File: src/sv/wfm_pkg.sv
`default_nettype none
// ----------------------------------------------------------------------------
// Windowed FFT magnitude package
// Sizes, controller states, datapath command bundle and the constant
// table generators for the window and twiddle ROMs.
// ----------------------------------------------------------------------------
package wfm_pkg;

   // Frame and field sizes.
   localparam int FRAME_POINTS  = 1024;
   localparam int SAMPLE_BITS   = 12;
   localparam int LOG_N         = $clog2(FRAME_POINTS);
   localparam int STAGE_BITS    = $clog2(LOG_N);
   localparam int WORK_BITS     = 24;
   localparam int MAG_BITS      = 24;
   localparam int ROM_BITS      = 17;
   localparam int TW_BITS       = 17;
   localparam int ROOT_STEPS    = WORK_BITS;
   localparam int ROOT_CNT_BITS = $clog2(ROOT_STEPS);

   // Fixed-point constants for the table generators.
   localparam longint unsigned ONE_Q31    = 64'd2147483648;
   localparam longint unsigned PI4_Q31    = 64'd1686629713;
   localparam longint          ROM_DIV    = 64'sd3276800000;
   localparam longint unsigned WIN_PERIOD = FRAME_POINTS - 1;
   localparam longint unsigned TW_PERIOD  = FRAME_POINTS;

   // Controller states.
   typedef enum logic [3:0] {
      ST_IDLE,
      ST_WIN_RD,
      ST_WIN_MUL,
      ST_WIN_WR,
      ST_BF_RD,
      ST_BF_MUL,
      ST_BF_SUM,
      ST_BF_WRP,
      ST_BF_WRQ,
      ST_MG_RD,
      ST_MG_SQ,
      ST_MG_SUM,
      ST_MG_ROOT,
      ST_MG_WR
   } state_type;

   // Source of the work memory write data.
   typedef enum logic [1:0] {
      WSEL_WIN,
      WSEL_P,
      WSEL_Q
   } wsel_type;

   // Commands from the controller to the datapath.
   typedef struct packed {
      logic                   cap_we;
      logic [LOG_N-1:0]       cap_addr;
      logic                   win_rd;
      logic                   win_mul;
      logic                   work_rd;
      logic [LOG_N-1:0]       addr_p;
      logic [LOG_N-1:0]       addr_q;
      logic                   tw_rd;
      logic [LOG_N-2:0]       tw_addr;
      logic                   bf_mul;
      logic                   bf_sum;
      logic                   work_we;
      wsel_type               wsel;
      logic [LOG_N-1:0]       work_waddr;
      logic                   mg_sq;
      logic                   root_init;
      logic                   root_step;
      logic                   mag_rd;
      logic                   mag_we;
      logic [LOG_N-1:0]       mag_addr;
   } cmd_type;

   typedef logic [ROM_BITS-1:0]       win_rom_type [FRAME_POINTS];
   typedef logic signed [TW_BITS-1:0] tw_rom_type  [FRAME_POINTS/2];

   function automatic logic [LOG_N-1:0] bit_reverse(input logic [LOG_N-1:0] v);
      logic [LOG_N-1:0] r;
      for (int b = 0; b < LOG_N; b++) begin
         r[LOG_N-1-b] = v[b];
      end
      return r;
   endfunction

   function automatic longint unsigned mul_q31(input longint unsigned a,
                                               input longint unsigned b);
      return (a * b) >> 31;
   endfunction

   // Taylor series of the cosine in Q31 for a small angle.
   function automatic longint unsigned cos_small(input longint unsigned x);
      longint unsigned x2, term, sum;
      x2   = mul_q31(x, x);
      term = ONE_Q31;
      sum  = ONE_Q31;
      term = mul_q31(term, x2) / 2;   sum = sum - term;
      term = mul_q31(term, x2) / 12;  sum = sum + term;
      term = mul_q31(term, x2) / 30;  sum = sum - term;
      term = mul_q31(term, x2) / 56;  sum = sum + term;
      term = mul_q31(term, x2) / 90;  sum = sum - term;
      term = mul_q31(term, x2) / 132; sum = sum + term;
      term = mul_q31(term, x2) / 182; sum = sum - term;
      term = mul_q31(term, x2) / 240; sum = sum + term;
      term = mul_q31(term, x2) / 306; sum = sum - term;
      term = mul_q31(term, x2) / 380; sum = sum + term;
      return sum;
   endfunction

   // Taylor series of the sine in Q31 for a small angle.
   function automatic longint unsigned sin_small(input longint unsigned x);
      longint unsigned x2, term, sum;
      x2   = mul_q31(x, x);
      term = x;
      sum  = x;
      term = mul_q31(term, x2) / 6;   sum = sum - term;
      term = mul_q31(term, x2) / 20;  sum = sum + term;
      term = mul_q31(term, x2) / 42;  sum = sum - term;
      term = mul_q31(term, x2) / 72;  sum = sum + term;
      term = mul_q31(term, x2) / 110; sum = sum - term;
      term = mul_q31(term, x2) / 156; sum = sum + term;
      term = mul_q31(term, x2) / 210; sum = sum - term;
      term = mul_q31(term, x2) / 272; sum = sum + term;
      term = mul_q31(term, x2) / 342; sum = sum - term;
      term = mul_q31(term, x2) / 420; sum = sum + term;
      return sum;
   endfunction

   // Cosine of 2*pi*m/p in Q31, where p is the frame size when full is
   // set and the window period otherwise.
   function automatic longint cos_frac(input longint unsigned m, input logic full);
      longint unsigned p, mm, t, o, r, a, b;
      longint res;
      p = full ? TW_PERIOD : WIN_PERIOD;
      if (full) begin
         mm = m % TW_PERIOD;
         t  = 8 * mm;
         o  = t / TW_PERIOD;
         r  = t - o * p;
         a  = (PI4_Q31 * r + TW_PERIOD / 2) / TW_PERIOD;
         b  = (PI4_Q31 * (p - r) + TW_PERIOD / 2) / TW_PERIOD;
      end else begin
         mm = m % WIN_PERIOD;
         t  = 8 * mm;
         o  = t / WIN_PERIOD;
         r  = t - o * p;
         a  = (PI4_Q31 * r + WIN_PERIOD / 2) / WIN_PERIOD;
         b  = (PI4_Q31 * (p - r) + WIN_PERIOD / 2) / WIN_PERIOD;
      end
      case (o[2:0])
         3'd0:    res = longint'(cos_small(a));
         3'd1:    res = longint'(sin_small(b));
         3'd2:    res = -longint'(sin_small(a));
         3'd3:    res = -longint'(cos_small(b));
         3'd4:    res = -longint'(cos_small(a));
         3'd5:    res = -longint'(sin_small(b));
         3'd6:    res = longint'(sin_small(a));
         default: res = longint'(cos_small(b));
      endcase
      return res;
   endfunction

   function automatic longint round_q15(input longint c);
      return (c + 64'sd32768) >>> 16;
   endfunction

   // Four-term Blackman-Harris window, unsigned Q1.16 rounded to nearest.
   function automatic win_rom_type win_table();
      win_rom_type tbl;
      longint c1, c2, c3, s, v;
      for (int n = 0; n < FRAME_POINTS; n++) begin
         c1 = cos_frac(longint'(n), 1'b0);
         c2 = cos_frac(longint'(2 * n), 1'b0);
         c3 = cos_frac(longint'(3 * n), 1'b0);
         s  = 64'sd35875 * longint'(ONE_Q31) - 64'sd48829 * c1
              + 64'sd14128 * c2 - 64'sd1168 * c3;
         if (s < 0) begin
            s = 0;
         end
         v      = (s + ROM_DIV / 2) / ROM_DIV;
         tbl[n] = ROM_BITS'(v);
      end
      return tbl;
   endfunction

   // Real part of the twiddle factors in Q1.15.
   function automatic tw_rom_type tw_re_table();
      tw_rom_type tbl;
      for (int n = 0; n < FRAME_POINTS / 2; n++) begin
         tbl[n] = TW_BITS'(round_q15(cos_frac(longint'(n), 1'b1)));
      end
      return tbl;
   endfunction

   // Imaginary part of the twiddle factors in Q1.15.
   function automatic tw_rom_type tw_im_table();
      tw_rom_type tbl;
      for (int n = 0; n < FRAME_POINTS / 2; n++) begin
         tbl[n] = TW_BITS'(-round_q15(cos_frac(longint'(n + 3 * (FRAME_POINTS / 4)), 1'b1)));
      end
      return tbl;
   endfunction

endpackage
`default_nettype wire

File: src/sv/wfm_ctrl.sv
`default_nettype none
// ----------------------------------------------------------------------------
// Windowed FFT magnitude controller
// Tracks the frame position, sequences the window, butterfly and magnitude
// passes, and produces the result strobe with its bin number.
// ----------------------------------------------------------------------------
module wfm_ctrl import wfm_pkg::*; (
   input  logic             clock,
   input  logic             reset,
   input  logic             start,
   output logic             busy,
   output cmd_type          cmd,
   output logic             rsp_strobe,
   output logic [LOG_N-1:0] rsp_bin_index,
   output logic             rsp_last_bin
);

   state_type              state_ff, state_in;
   logic [LOG_N-1:0]       pos_ff, pos_in;
   logic [LOG_N-1:0]       idx_ff, idx_in;
   logic [LOG_N-2:0]       bfly_ff, bfly_in;
   logic [STAGE_BITS-1:0]  stage_ff, stage_in;
   logic [ROOT_CNT_BITS-1:0] cnt_ff, cnt_in;
   logic                   ready_ff, ready_in;
   logic                   strobe_ff;
   logic [LOG_N-1:0]       bin_ff;
   logic                   last_ff;
   logic                   accept;
   logic                   idx_last, bfly_last, stage_last, cnt_last;
   logic [LOG_N-1:0]       bfly_ext, half_mask, half_bit, addr_p, addr_q;
   logic [STAGE_BITS-1:0]  tw_shift;

   assign busy       = (state_ff != ST_IDLE);
   assign accept     = start && !busy;
   assign idx_last   = (idx_ff == '1);
   assign bfly_last  = (bfly_ff == '1);
   assign stage_last = (stage_ff == STAGE_BITS'(LOG_N - 1));
   assign cnt_last   = (cnt_ff == ROOT_CNT_BITS'(ROOT_STEPS - 1));

   // Butterfly addresses: insert a zero at the stage bit for the top leg.
   assign bfly_ext  = {1'b0, bfly_ff};
   assign half_bit  = LOG_N'(1) << stage_ff;
   assign half_mask = half_bit - LOG_N'(1);
   assign addr_p    = ((bfly_ext >> stage_ff) << (stage_ff + STAGE_BITS'(1)))
                      | (bfly_ext & half_mask);
   assign addr_q    = addr_p | half_bit;
   assign tw_shift  = STAGE_BITS'(LOG_N - 1) - stage_ff;

   // Next state.
   always_comb begin
      state_in = state_ff;
      case (state_ff)
         ST_IDLE:    if (accept && pos_ff == '1) state_in = ST_WIN_RD;
         ST_WIN_RD:  state_in = ST_WIN_MUL;
         ST_WIN_MUL: state_in = ST_WIN_WR;
         ST_WIN_WR:  state_in = idx_last ? ST_BF_RD : ST_WIN_RD;
         ST_BF_RD:   state_in = ST_BF_MUL;
         ST_BF_MUL:  state_in = ST_BF_SUM;
         ST_BF_SUM:  state_in = ST_BF_WRP;
         ST_BF_WRP:  state_in = ST_BF_WRQ;
         ST_BF_WRQ:  state_in = (bfly_last && stage_last) ? ST_MG_RD : ST_BF_RD;
         ST_MG_RD:   state_in = ST_MG_SQ;
         ST_MG_SQ:   state_in = ST_MG_SUM;
         ST_MG_SUM:  state_in = ST_MG_ROOT;
         ST_MG_ROOT: state_in = cnt_last ? ST_MG_WR : ST_MG_ROOT;
         ST_MG_WR:   state_in = idx_last ? ST_IDLE : ST_MG_RD;
         default:    state_in = ST_IDLE;
      endcase
   end

   // Counters and the spectrum-ready flag.
   always_comb begin
      pos_in   = pos_ff;
      idx_in   = idx_ff;
      bfly_in  = bfly_ff;
      stage_in = stage_ff;
      cnt_in   = cnt_ff;
      ready_in = ready_ff;
      case (state_ff)
         ST_IDLE: begin
            if (accept) begin
               pos_in = pos_ff + LOG_N'(1);
            end
            idx_in   = '0;
            bfly_in  = '0;
            stage_in = '0;
         end
         ST_WIN_WR: idx_in = idx_ff + LOG_N'(1);
         ST_BF_WRQ: begin
            bfly_in = bfly_ff + (LOG_N-1)'(1);
            if (bfly_last) begin
               stage_in = stage_ff + STAGE_BITS'(1);
            end
         end
         ST_MG_SUM: cnt_in = '0;
         ST_MG_ROOT: cnt_in = cnt_ff + ROOT_CNT_BITS'(1);
         ST_MG_WR: begin
            idx_in = idx_ff + LOG_N'(1);
            if (idx_last) begin
               ready_in = 1'b1;
            end
         end
         default: ;
      endcase
   end

   // Datapath commands.
   always_comb begin
      cmd            = '0;
      cmd.wsel       = WSEL_WIN;
      cmd.addr_p     = addr_p;
      cmd.addr_q     = addr_q;
      cmd.tw_addr    = (LOG_N-1)'(bfly_ext & half_mask) << tw_shift;
      cmd.work_waddr = addr_p;
      cmd.cap_addr   = idx_ff;
      cmd.mag_addr   = idx_ff;
      case (state_ff)
         ST_IDLE: begin
            cmd.cap_we   = accept;
            cmd.cap_addr = pos_ff;
            cmd.mag_rd   = accept && ready_ff;
            cmd.mag_addr = pos_ff;
         end
         ST_WIN_RD:  cmd.win_rd = 1'b1;
         ST_WIN_MUL: cmd.win_mul = 1'b1;
         ST_WIN_WR: begin
            cmd.work_we    = 1'b1;
            cmd.wsel       = WSEL_WIN;
            cmd.work_waddr = bit_reverse(idx_ff);
         end
         ST_BF_RD: begin
            cmd.work_rd = 1'b1;
            cmd.tw_rd   = 1'b1;
         end
         ST_BF_MUL: cmd.bf_mul = 1'b1;
         ST_BF_SUM: cmd.bf_sum = 1'b1;
         ST_BF_WRP: begin
            cmd.work_we    = 1'b1;
            cmd.wsel       = WSEL_P;
            cmd.work_waddr = addr_p;
         end
         ST_BF_WRQ: begin
            cmd.work_we    = 1'b1;
            cmd.wsel       = WSEL_Q;
            cmd.work_waddr = addr_q;
         end
         ST_MG_RD: begin
            cmd.work_rd = 1'b1;
            cmd.addr_p  = idx_ff;
         end
         ST_MG_SQ:   cmd.mg_sq = 1'b1;
         ST_MG_SUM:  cmd.root_init = 1'b1;
         ST_MG_ROOT: cmd.root_step = 1'b1;
         ST_MG_WR:   cmd.mag_we = 1'b1;
         default: ;
      endcase
   end

   // Control registers.
   always_ff @(posedge clock) begin
      if (reset) begin
         state_ff  <= ST_IDLE;
         pos_ff    <= '0;
         idx_ff    <= '0;
         bfly_ff   <= '0;
         stage_ff  <= '0;
         cnt_ff    <= '0;
         ready_ff  <= 1'b0;
         strobe_ff <= 1'b0;
      end else begin
         state_ff  <= state_in;
         pos_ff    <= pos_in;
         idx_ff    <= idx_in;
         bfly_ff   <= bfly_in;
         stage_ff  <= stage_in;
         cnt_ff    <= cnt_in;
         ready_ff  <= ready_in;
         strobe_ff <= accept && ready_ff;
      end
   end

   // Result tags, aligned with the registered magnitude read.
   always_ff @(posedge clock) begin
      if (accept) begin
         bin_ff  <= pos_ff;
         last_ff <= (pos_ff == '1);
      end
   end

   assign rsp_strobe    = strobe_ff;
   assign rsp_bin_index = bin_ff;
   assign rsp_last_bin  = strobe_ff && last_ff;

   // A result only follows an accepted beat once a spectrum exists.
   a_strobe_source: assert property (@(posedge clock) disable iff (reset)
      strobe_ff |-> $past(start && state_ff == ST_IDLE && ready_ff))
      else $error("result strobe without a preceding accepted beat");

   // The final beat of a frame starts the window pass.
   a_frame_end: assert property (@(posedge clock) disable iff (reset)
      (accept && pos_ff == '1) |=> (state_ff == ST_WIN_RD))
      else $error("frame end did not start the transform");

   // A finished magnitude pass leaves the position at the frame start.
   a_pos_wrap: assert property (@(posedge clock) disable iff (reset)
      (state_ff == ST_MG_WR && idx_last) |=> (pos_ff == '0 && ready_ff))
      else $error("frame position not at start after transform");

   // The last bin flag only comes with the top bin number.
   a_last_bin: assert property (@(posedge clock) disable iff (reset)
      rsp_last_bin |-> (strobe_ff && bin_ff == '1))
      else $error("last bin flag on a bin that is not the last");

endmodule
`default_nettype wire

File: config.mk
export PLATFORM = sky130hd
export DESIGN_NAME = wfm_ctrl
export DESIGN_NICKNAME = d
export VERILOG_FILES = /design/src/sv/wfm_pkg.sv /design/src/sv/wfm_ctrl.sv
export SDC_FILE = /design/constraint.sdc
export NUM_CORES = 1
export LEC_CHECK = 0
export ABC_AREA = 0
export BUFFER_PORTS_ARGS = -buffer_cell sky130_fd_sc_hd__buf_4
export CORE_AREA = 2 2 92 94
export DETAILED_ROUTE_END_ITERATION = 10
export DIE_AREA = 0 0 94 96
export GPL_TIMING_DRIVEN = 1
export PLACE_DENSITY = 0.85
export SLEW_MARGIN = 5
export SYNTH_ARGS = -nofsm -noshare
export SYNTH_HDL_FRONTEND = slang
export SYNTH_SLANG_ARGS = --single-unit
File: constraint.sdc
create_clock -name clock -period 8.9 [get_ports clock]
set_clock_uncertainty 0.05 [all_clocks]
set_input_delay 1.335 -clock clock [delete_from_list [all_inputs] [get_ports clock]]
set_output_delay 1.335 -clock clock [all_outputs]
set_load 0.02 [all_outputs]
==> results of run 1 <==
-- critical path, cell delays in order (launching register included) --
cell      delay (ns)
dfxtp_1         0.31
buf_4           0.26
inv_1           0.45
ha_1            0.59
or3b_2          0.57
ha_1            0.31
nor2b_1         0.19
mux2_2          0.28
o21ai_1         0.30
and2_1          0.21
a211oi_1        0.08
o32ai_1         0.35
buf_4           0.20
-- layer usage --
| metal | track usage [%] | up-vias | wire length, um |
|---|---|---|---|
| met5 | 0 | - | 16 |
| met4 | 8.092 | 2 | 212 |
| met3 | 4.855 | 23 | 1087 |
| met2 | 52.98 | 243 | 7011 |
| met1 | 46.39 | 2395 | 6448 |
| li1 | - | 2400 | - |
-- final cells by class --
cell class              count  area (sq um)
multi-input cells         520          3217
fillers                   706          2656
clock buffers               5         68.82
flip-flops and latches     55          1211
inverters                  11         41.29
repair buffers             93         698.2
well taps                 105         131.4
clock inverters             3         27.53
-- synth_stat cells (all sizes together), types with 3 or more instances --
library cell and count:
xnor2 8, ha 14, or2 7, nor3 21, a21o 4, o32ai 3, o21a 9, a22oi 9
and2 4, a31oi 14, inv 11, o211ai 6, a221oi 3, nor2b 9, dfxtp 44, or3 6
a21oi 37, a211oi 4, mux2i 11, nand2 83, clkbuf 33, edfxtp 11, o31ai 3, nand3b 4
and4 3, a32oi 3, o22ai 6, and3 9, buf 31, o21ai 34, or3b 3, nand2b 13
a211o 3, a22o 3, xor2 10, nand4 9, nand3 25, nor2 86, a221o 4, nor3b 6
mux2 18, nor4 4
-- power groups by stage --
stage,clock (mW),combinational [mW],sequential [mW]
2_1_floorplan,0,0.0693,0.285
3_3_place_gp,0,0.101,0.283
3_5_place_dp,0,0.102,0.284
4_1_cts,0.151,0.102,0.279
5_1_grt,0.159,0.113,0.281
6_report,0.149,0.103,0.278
-- kinds of logic (layout without fill, tap and decap cells) --
kind of cell	Yosys count	count (layout)
AO/OA/AOI/OAI	161	161
XOR/XNOR	18	18
AND/OR/NAND/NOR	298	298
adder cells (fa/ha/maj)	14	14
buffers and inverters	75	112
multiplexers	29	29
flip-flops	55	55
-- final timing paths --
kind	depth (start not counted)	to	startpoint
worst max-delay path	12	cmd[36]	stage_ff[0]
worst min-delay path	2	ready_ff	ready_ff
worst max register to register	6	pos_ff[9]	state_ff[1]
worst min register to register	2	ready_ff	ready_ff
-- through the flow --
| stage | setup slack (ns) | power [mW] |
|---|---|---|
| 2_1_floorplan | 3.814 | 0.3543 |
| 3_3_place_gp | 3.565 | 0.3838 |
| 3_5_place_dp | 3.513 | 0.3863 |
| 4_1_cts | 3.149 | 0.5324 |
| 5_1_grt | 2.775 | 0.5524 |
| 6_report | 3.081 | 0.5302 |
-- sequential cells by signal (all words and copies together) (netlist names) --
name           cells
idx_ff            10
stage_ff           4
ready_ff           1
bfly_ff            9
rsp_strobe         1
rsp_bin_index     10
pos_ff            10
last_ff            1
cnt_ff             5
state_ff           4
==> metrics.md, run 1 <==
| Metric | Value |
|---|---|
| Status | finished, final reports clean |
| Post-Synth Simple-Gate Area | 30.65% |
| Post-CTS Setup Bufs | 0 |
| Synth Cell Area | 4801 sq um |
| Final Instance Area | 5395 sq um |
| EDFF count, synth | 11 |
| Commonest non-fill, non-tap cell in the layout | buf_4 |
| Routed vias | 5063 |
| Crit Path Class | reg -> out |
| Leading cell types in the layout, fill and taps excluded | buf_4 (93), nor2_1 (86), nand2_1 (83), dfxtp_1 (44), a21oi_1 (37) |
| Data arrival, critical path | 4.43 ns |
| Leading register cell type out of synthesis | dfxtp_1 |
| Die extent in y | 96 um |
| Pre-Repair DR Iteration Count | 5 |
| Max-slew headroom | 37.57% |
| Synth Area in Adders | 3.649% |
| End-of-flow core utilization | 67.01% |
| Pwr Density | 98.28 nW/um^2 |
| CTS tree | yes |
| Synthesis-to-layout area growth | 12.38% |
| Synth Area in XOR/XNOR | 3.440% |
| Max-slew violations | 0 |
| Ports | 90 |
| Die footprint | 9024 sq um |
| First-pass GRT wire length | 23330 um |
| LEAKAGE | 2.260 nW |
| Required time worst endpoint | 7.52 ns |
| Syn_nets | 667 |
| Critical path endpoint category | output port |
| CTS buffer count | 5 |
| Share of post-route cells with drive strength above 1 | 20.38% |
| Root Driver | clkbuf_8 |
| P_int | 0.3613 mW |
| Post-DP HPWL | 10920 um |
| Vias in the first global route | 4542 |
| H-tree levels | 2 |
| Clk sinks | 55 |
| DRT iter0 DRCs | 457 |
| DRC viols | 0 |
| Max Freq | 171.9 MHz |
| Period utilisation layout | 65.38% |
| Peak supply drop | 0.06767 mV |
| R2r setup slk | 5.82 ns |
| Largest net degree at the start of global routing | 46 |
| GPL Wtd Cong | 1.036 |
| Gr ovfl total | 0 |
| Async SR Flop Fraction | 0% |
| DR vias/cell | 6.393 |
| Most area-hungry cell type in the Yosys netlist | dfxtp_1 |
| Post-synthesis compound-gate area fraction | 22.60% |
| Synth top area cells | dfxtp_1 (18%), edfxtp_1 (6.9%), nor2_1 (6.7%) |
| Share of the yosys chip area belonging to registers | 25.23% |
| Top cell type's share of synthesized area | 18.35% |
| Synth Instances | 650 |
| Die Wd | 94 um |
| Post-CTS Resized | 0 |
| CTS Hold Buffers Added | 0 |
| #FFs+latches synth | 55 |
| Initial Utilization | 59.63% |
| DRT antenna net count | 0 |
| WL/cell | 18.66 um |
| Power share of the combinational group | 19.4% |
| Initial antenna violation count | 1 |
| Yosys Warn Count | 0 |
| Port bufs | 89 |
| Clk buf depth | 2 |
| Placed Instances | 784 |
| Sw Share | 31.86% |
| Final Non-Filler Cells | 792 |
| Final min period | 5.819 ns |
| Detailed Route WL | 14780 um |
| Seq pwr share | 52.5% |
| Worst Tran Pin Value | 0.9295 ns |
| Sw Pwr | 0.1689 mW |
| Row count | 33 |
| Nets | 703 |
| Mux share of post-synthesis cell area | 6.672% |
| Mapped Avg Cell Area | 7.386 sq um |
| Crit path max fanout | 45 |
| Worst hold slack | 0.4274 ns |
| Placed Area | 5299 sq um |
| Clk network pwr share | 28.1% |
| Worst-path clk slew | 0.11 ns |
| Core footprint | 8051 sq um |
| Worst Hold Class | reg -> reg |
| Setup TNS | 0 ns |
| Antenna cells | 0 |
| Fin. Hold Viols | 0 |
| Yosys cell types | 75 |
| Finish-stage setup viols | 0 |
| Clock Latency Late Sink | 0.32 ns |
| Max cap viols | 0 |
| Unrepaired setup endpoints after global routing | no |
| Critical Path Start Type | flip-flop |
| GRT Util Overall | 32.84% |
| Main combinational cell family by area after synthesis | simple AND/OR/NAND/NOR gates |
No activity file was read; power rests on OpenSTA's default activity.
==> inputs of run 2 (changes only) <==
--- a/config.mk
+++ b/config.mk
@@ -5,13 +5,13 @@
 export SDC_FILE = /design/constraint.sdc
 export NUM_CORES = 1
 export LEC_CHECK = 0
-export ABC_AREA = 0
+export ABC_AREA = 1
 export BUFFER_PORTS_ARGS = -buffer_cell sky130_fd_sc_hd__buf_4
 export CORE_AREA = 2 2 92 94
 export DETAILED_ROUTE_END_ITERATION = 10
 export DIE_AREA = 0 0 94 96
 export GPL_TIMING_DRIVEN = 1
-export PLACE_DENSITY = 0.85
+export PLACE_DENSITY = 0.8
 export SLEW_MARGIN = 5
 export SYNTH_ARGS = -nofsm -noshare
 export SYNTH_HDL_FRONTEND = slang
==> constraint.sdc (replaced) <==
create_clock -name clock -period 5.53 [get_ports clock]
set_clock_uncertainty 0.05 [all_clocks]
set_input_delay 0.8295 -clock clock [delete_from_list [all_inputs] [get_ports clock]]
set_output_delay 0.8295 -clock clock [all_outputs]
set_load 0.02 [all_outputs]
==> metrics.md, run 2 <==
| Metric | Value |
|---|---|
| Initial antenna violation count | 0 (-1) |
| Die extent in y | 96 um (unchanged) |
| Pwr Density | 243.7 nW/um^2 (+150%) |
| Peak supply drop | 0.1939 mV (+190%) |
| DR vias/cell | 5.677 (-11%) |
| Share of the yosys chip area belonging to registers | 27.38% (+2.1 points) |
| R2R depth | 4 (-2) |
| DRC viols | 0 (unchanged) |
| Power share of the combinational group | 43.1% (+24 points) |
| Post-CTS Setup Bufs | 0 (unchanged) |
| Post-synthesis compound-gate area fraction | 14.39% (-8.2 points) |
| Most common cell in the netlist | nand2_1 |
| CTS Hold Buffers Added | 0 (unchanged) |
| P_int | 0.7398 mW (+100%) |
| Yosys Warn Count | 0 (unchanged) |
| R2r endpoint | stage_ff[1] |
| Commonest non-fill, non-tap cell in the layout | nand2_1 |
| Row count | 33 (unchanged) |
| Nets | 776 (+10%) |
| Yosys cell types | 45 (-40%) |
| Worst Tran Pin Value | 0.7681 ns (-0.1614 ns) |
| Core footprint | 8051 sq um (unchanged) |
| Synth top area cells | dfxtp_1 (20%), nand2_1 (16%), nand3_1 (11%) |
| Synth Cell Area | 4424 sq um (-7.8%) |
| Mapped Avg Cell Area | 6.357 sq um (-14%) |
| Pre-CTS setup slack | 1.456 ns (-2.057 ns) |
| Worst-path clk slew | 0.10 ns (about the same) |
| CTS tree | yes |
| DRT iter0 DRCs | 238 (-48%) |
| Synth top cells by count | nand2_1 (186), nand3_1 (101), nor2_1 (65), inv_1 (63), dfxtp_1 (44) |
| Hold EP | cnt_ff[3] |
| Fin. Hold Viols | 0 (unchanged) |
| Post-Synth Simple-Gate Area | 41.60% (+11 points) |
| #FFs+latches synth | 55 (unchanged) |
| Die footprint | 9024 sq um (unchanged) |
| GPL Wtd Cong | 0.9889 (-4.5%) |
| Syn_nets | 713 (+6.9%) |
| First-pass GRT wire length | 21650 um (-7.2%) |
| Mux share of post-synthesis cell area | 0.2262% (-6.4 points) |
| Top cell type's share of synthesized area | 19.91% (+1.6 points) |
| Critical Path Start Type | flip-flop |
| Synth Area in XOR/XNOR | 0.5939% (-2.8 points) |
| Synth Instances | 696 (+7.1%) |
| Share of post-route cells with drive strength above 1 | 18.03% (-2.4 points) |
| Leading cell types in the layout, fill and taps excluded | nand2_1 (186), nand3_1 (101), buf_4 (93), nor2_1 (65), inv_1 (63) |
| CTS buffer count | 5 (unchanged) |
| Crit path max fanout | 22 (-51%) |
| Synthesis-to-layout area growth | 15.64% |
| Largest net degree at the start of global routing | 34 (-26%) |
| Die Wd | 94 um (unchanged) |
| R2r setup slk | 2.84 ns (-2.98 ns) |
| Clk sinks | 55 (unchanged) |
| Hold path cells | 1 (-1) |
| Setup ws final | 1.003 ns (-2.079 ns) |
| WL/cell | 15.24 um (-18%) |
| DRT antenna net count | 0 (unchanged) |
| EDFF count, synth | 11 (unchanged) |
| Antenna cells | 0 (unchanged) |
| Max Freq | 220.9 MHz |
| Clk buf depth | 2 (unchanged) |
| Sw Pwr | 0.5073 mW (+200%) |
| Required time worst endpoint | 4.65 ns (-2.87 ns) |
| Port bufs | 89 (unchanged) |
| HP Start | cnt_ff[3] |
| Main combinational cell family by area after synthesis | simple AND/OR/NAND/NOR gates |
| Routed vias | 4911 (-3.0%) |
| H-tree levels | 2 (unchanged) |
| Seq pwr share | 35.6% (-17 points) |
| Crit Reg-Reg Startpoint | stage_ff[1] |
| Status | finished, final reports clean |
| Synth Area in Adders | 3.959% (+0.31 points) |
| Post-DP HPWL | 10310 um (-5.6%) |
| Period utilisation layout | 81.87% |
| Clock Latency Late Sink | 0.31 ns (about the same) |
| Final min period | 4.527 ns |
| GRT Util Overall | 29.92% (-2.9 points) |
| Setup TNS | 0 ns (unchanged) |
| Clk network pwr share | 21.2% (-6.9 points) |
| Max-slew violations | 0 (unchanged) |
| Unrepaired setup endpoints after global routing | no |
| Gr ovfl total | 0 (unchanged) |
| Most area-hungry cell type in the Yosys netlist | dfxtp_1 |
| Post-CTS Resized | 0 (unchanged) |
| Initial Utilization | 54.95% (-4.7 points) |
| Sw Share | 40.68% (+8.8 points) |
| Vias in the first global route | 4497 (-0.99%) |
| Data arrival, critical path | 3.65 ns (-0.78 ns) |
| Detailed Route WL | 13180 um (-11%) |
| Pre-Repair DR Iteration Count | 7 (+2) |
| Ports | 90 (unchanged) |
| End-of-flow core utilization | 63.54% (-3.5 points) |
| Finish-stage setup viols | 0 (unchanged) |
| Filler cells | 766 (+8.5%) |
| Critical path endpoint category | output port |
| Async SR Flop Fraction | 0% (unchanged) |
| LEAKAGE | 2.306 nW (+2.0%) |
| Root Driver | clkbuf_8 |
| Max cap viols | 0 (unchanged) |
| Leading register cell type out of synthesis | dfxtp_1 |
| Max-slew headroom | 48.73% (+11 points) |
| Crit Path Class | reg -> out |
| Worst Hold Class | reg -> reg |
## run 2: cell count changes after synthesis, moves of 10 or more
cell and delta:
nand2_1 +103, inv_1 +54, nand3_1 +76, mux2_2 -15, nand2b_1 -13, nor2_1 -21, clkbuf_1 -25, mux2i_1 -10
a31oi_1 -12
## run 2: layout make-up
class                           instances  area (sq um)  area share (%)
Tap cell                              105         131.4           2.568
Clock buffer                            5         68.82           1.345
Inverter                               72         279.0           5.454
Clock inverter                          3         38.79          0.7581
Timing Repair Buffer                   93         698.2           13.65
Sequential cell                        55          1211           23.67
Multi-Input combinational cell        532          2689           52.56
## run 2: cell families (layout without fill, tap and decap cells)
family                     after synthesis  after routing
adders and majority gates               14             14
AOI/OAI and AO/OA                      110            110
xor gates and xnor gates                 3              3
muxes                                    1              1
buffers and inverters                  109            173
DFF                                     55             55
and+or+nand+nor                        404            404
## run 2: worst max-delay path, stage by stage (launching register included)
cell	delay [ns]
dfxtp_1	0.83
inv_1	0.55
ha_1	0.42
nand2_2	0.15
ha_1	0.22
inv_1	0.05
nand2_1	0.06
nand3_1	0.16
o22ai_1	0.19
inv_1	0.08
nand2_1	0.06
o21ai_1	0.10
nand2_1	0.10
nand2_1	0.06
a21oi_1	0.13
buf_4	0.16
## run 2: stage by stage
| step | hold slack [ns] | area [sq um] | instances | total power [mW] |
|---|---|---|---|---|
| 2_1_floorplan | 0.3807 | 4424 | 696 | 0.8155 |
| 3_3_place_gp | 0.4012 | 5009 | 857 | 0.9786 |
| 3_5_place_dp | 0.4032 | 5009 | 857 | 0.9845 |
| 4_1_cts | 0.4306 | 5116 | 865 | 1.246 |
| 5_1_grt | 0.4554 | 5116 | 865 | 1.320 |
| 6_report | 0.4325 | 5116 | 865 | 1.247 |
## run 2: routing by layer
layer	routed length, um	share of wire, %	up-vias	GRT usage (%)
met5	0	0	-	0
met4	567	4.3	0	14.25
met3	782	5.9	31	3.132
met2	6227	47	199	50.12
met1	5603	43	2226	38.75
li1	-	-	2455	-
## run 2: power by group through the flow
stage	Clock (mW)	Combinational [mW]	Sequential, mW
global placement	0	0.526	0.453
floorplan	0	0.360	0.455
global route	0.285	0.587	0.447
CTS	0.269	0.533	0.444
finish	0.265	0.538	0.444
detailed placement	0	0.531	0.453
## run 2: worst max-delay path by stage
stage	from	to	slack, ns	cells after the start
final	stage_ff[1]	cmd[36]	1.00	15
after global routing	stage_ff[1]	cmd[36]	0.74	15
after floorplan	stage_ff[1]	cmd[37]	1.95	15
after global placement	stage_ff[1]	cmd[36]	1.53	15
after detailed placement	stage_ff[1]	cmd[36]	1.46	15
after CTS	stage_ff[1]	cmd[36]	1.09	15
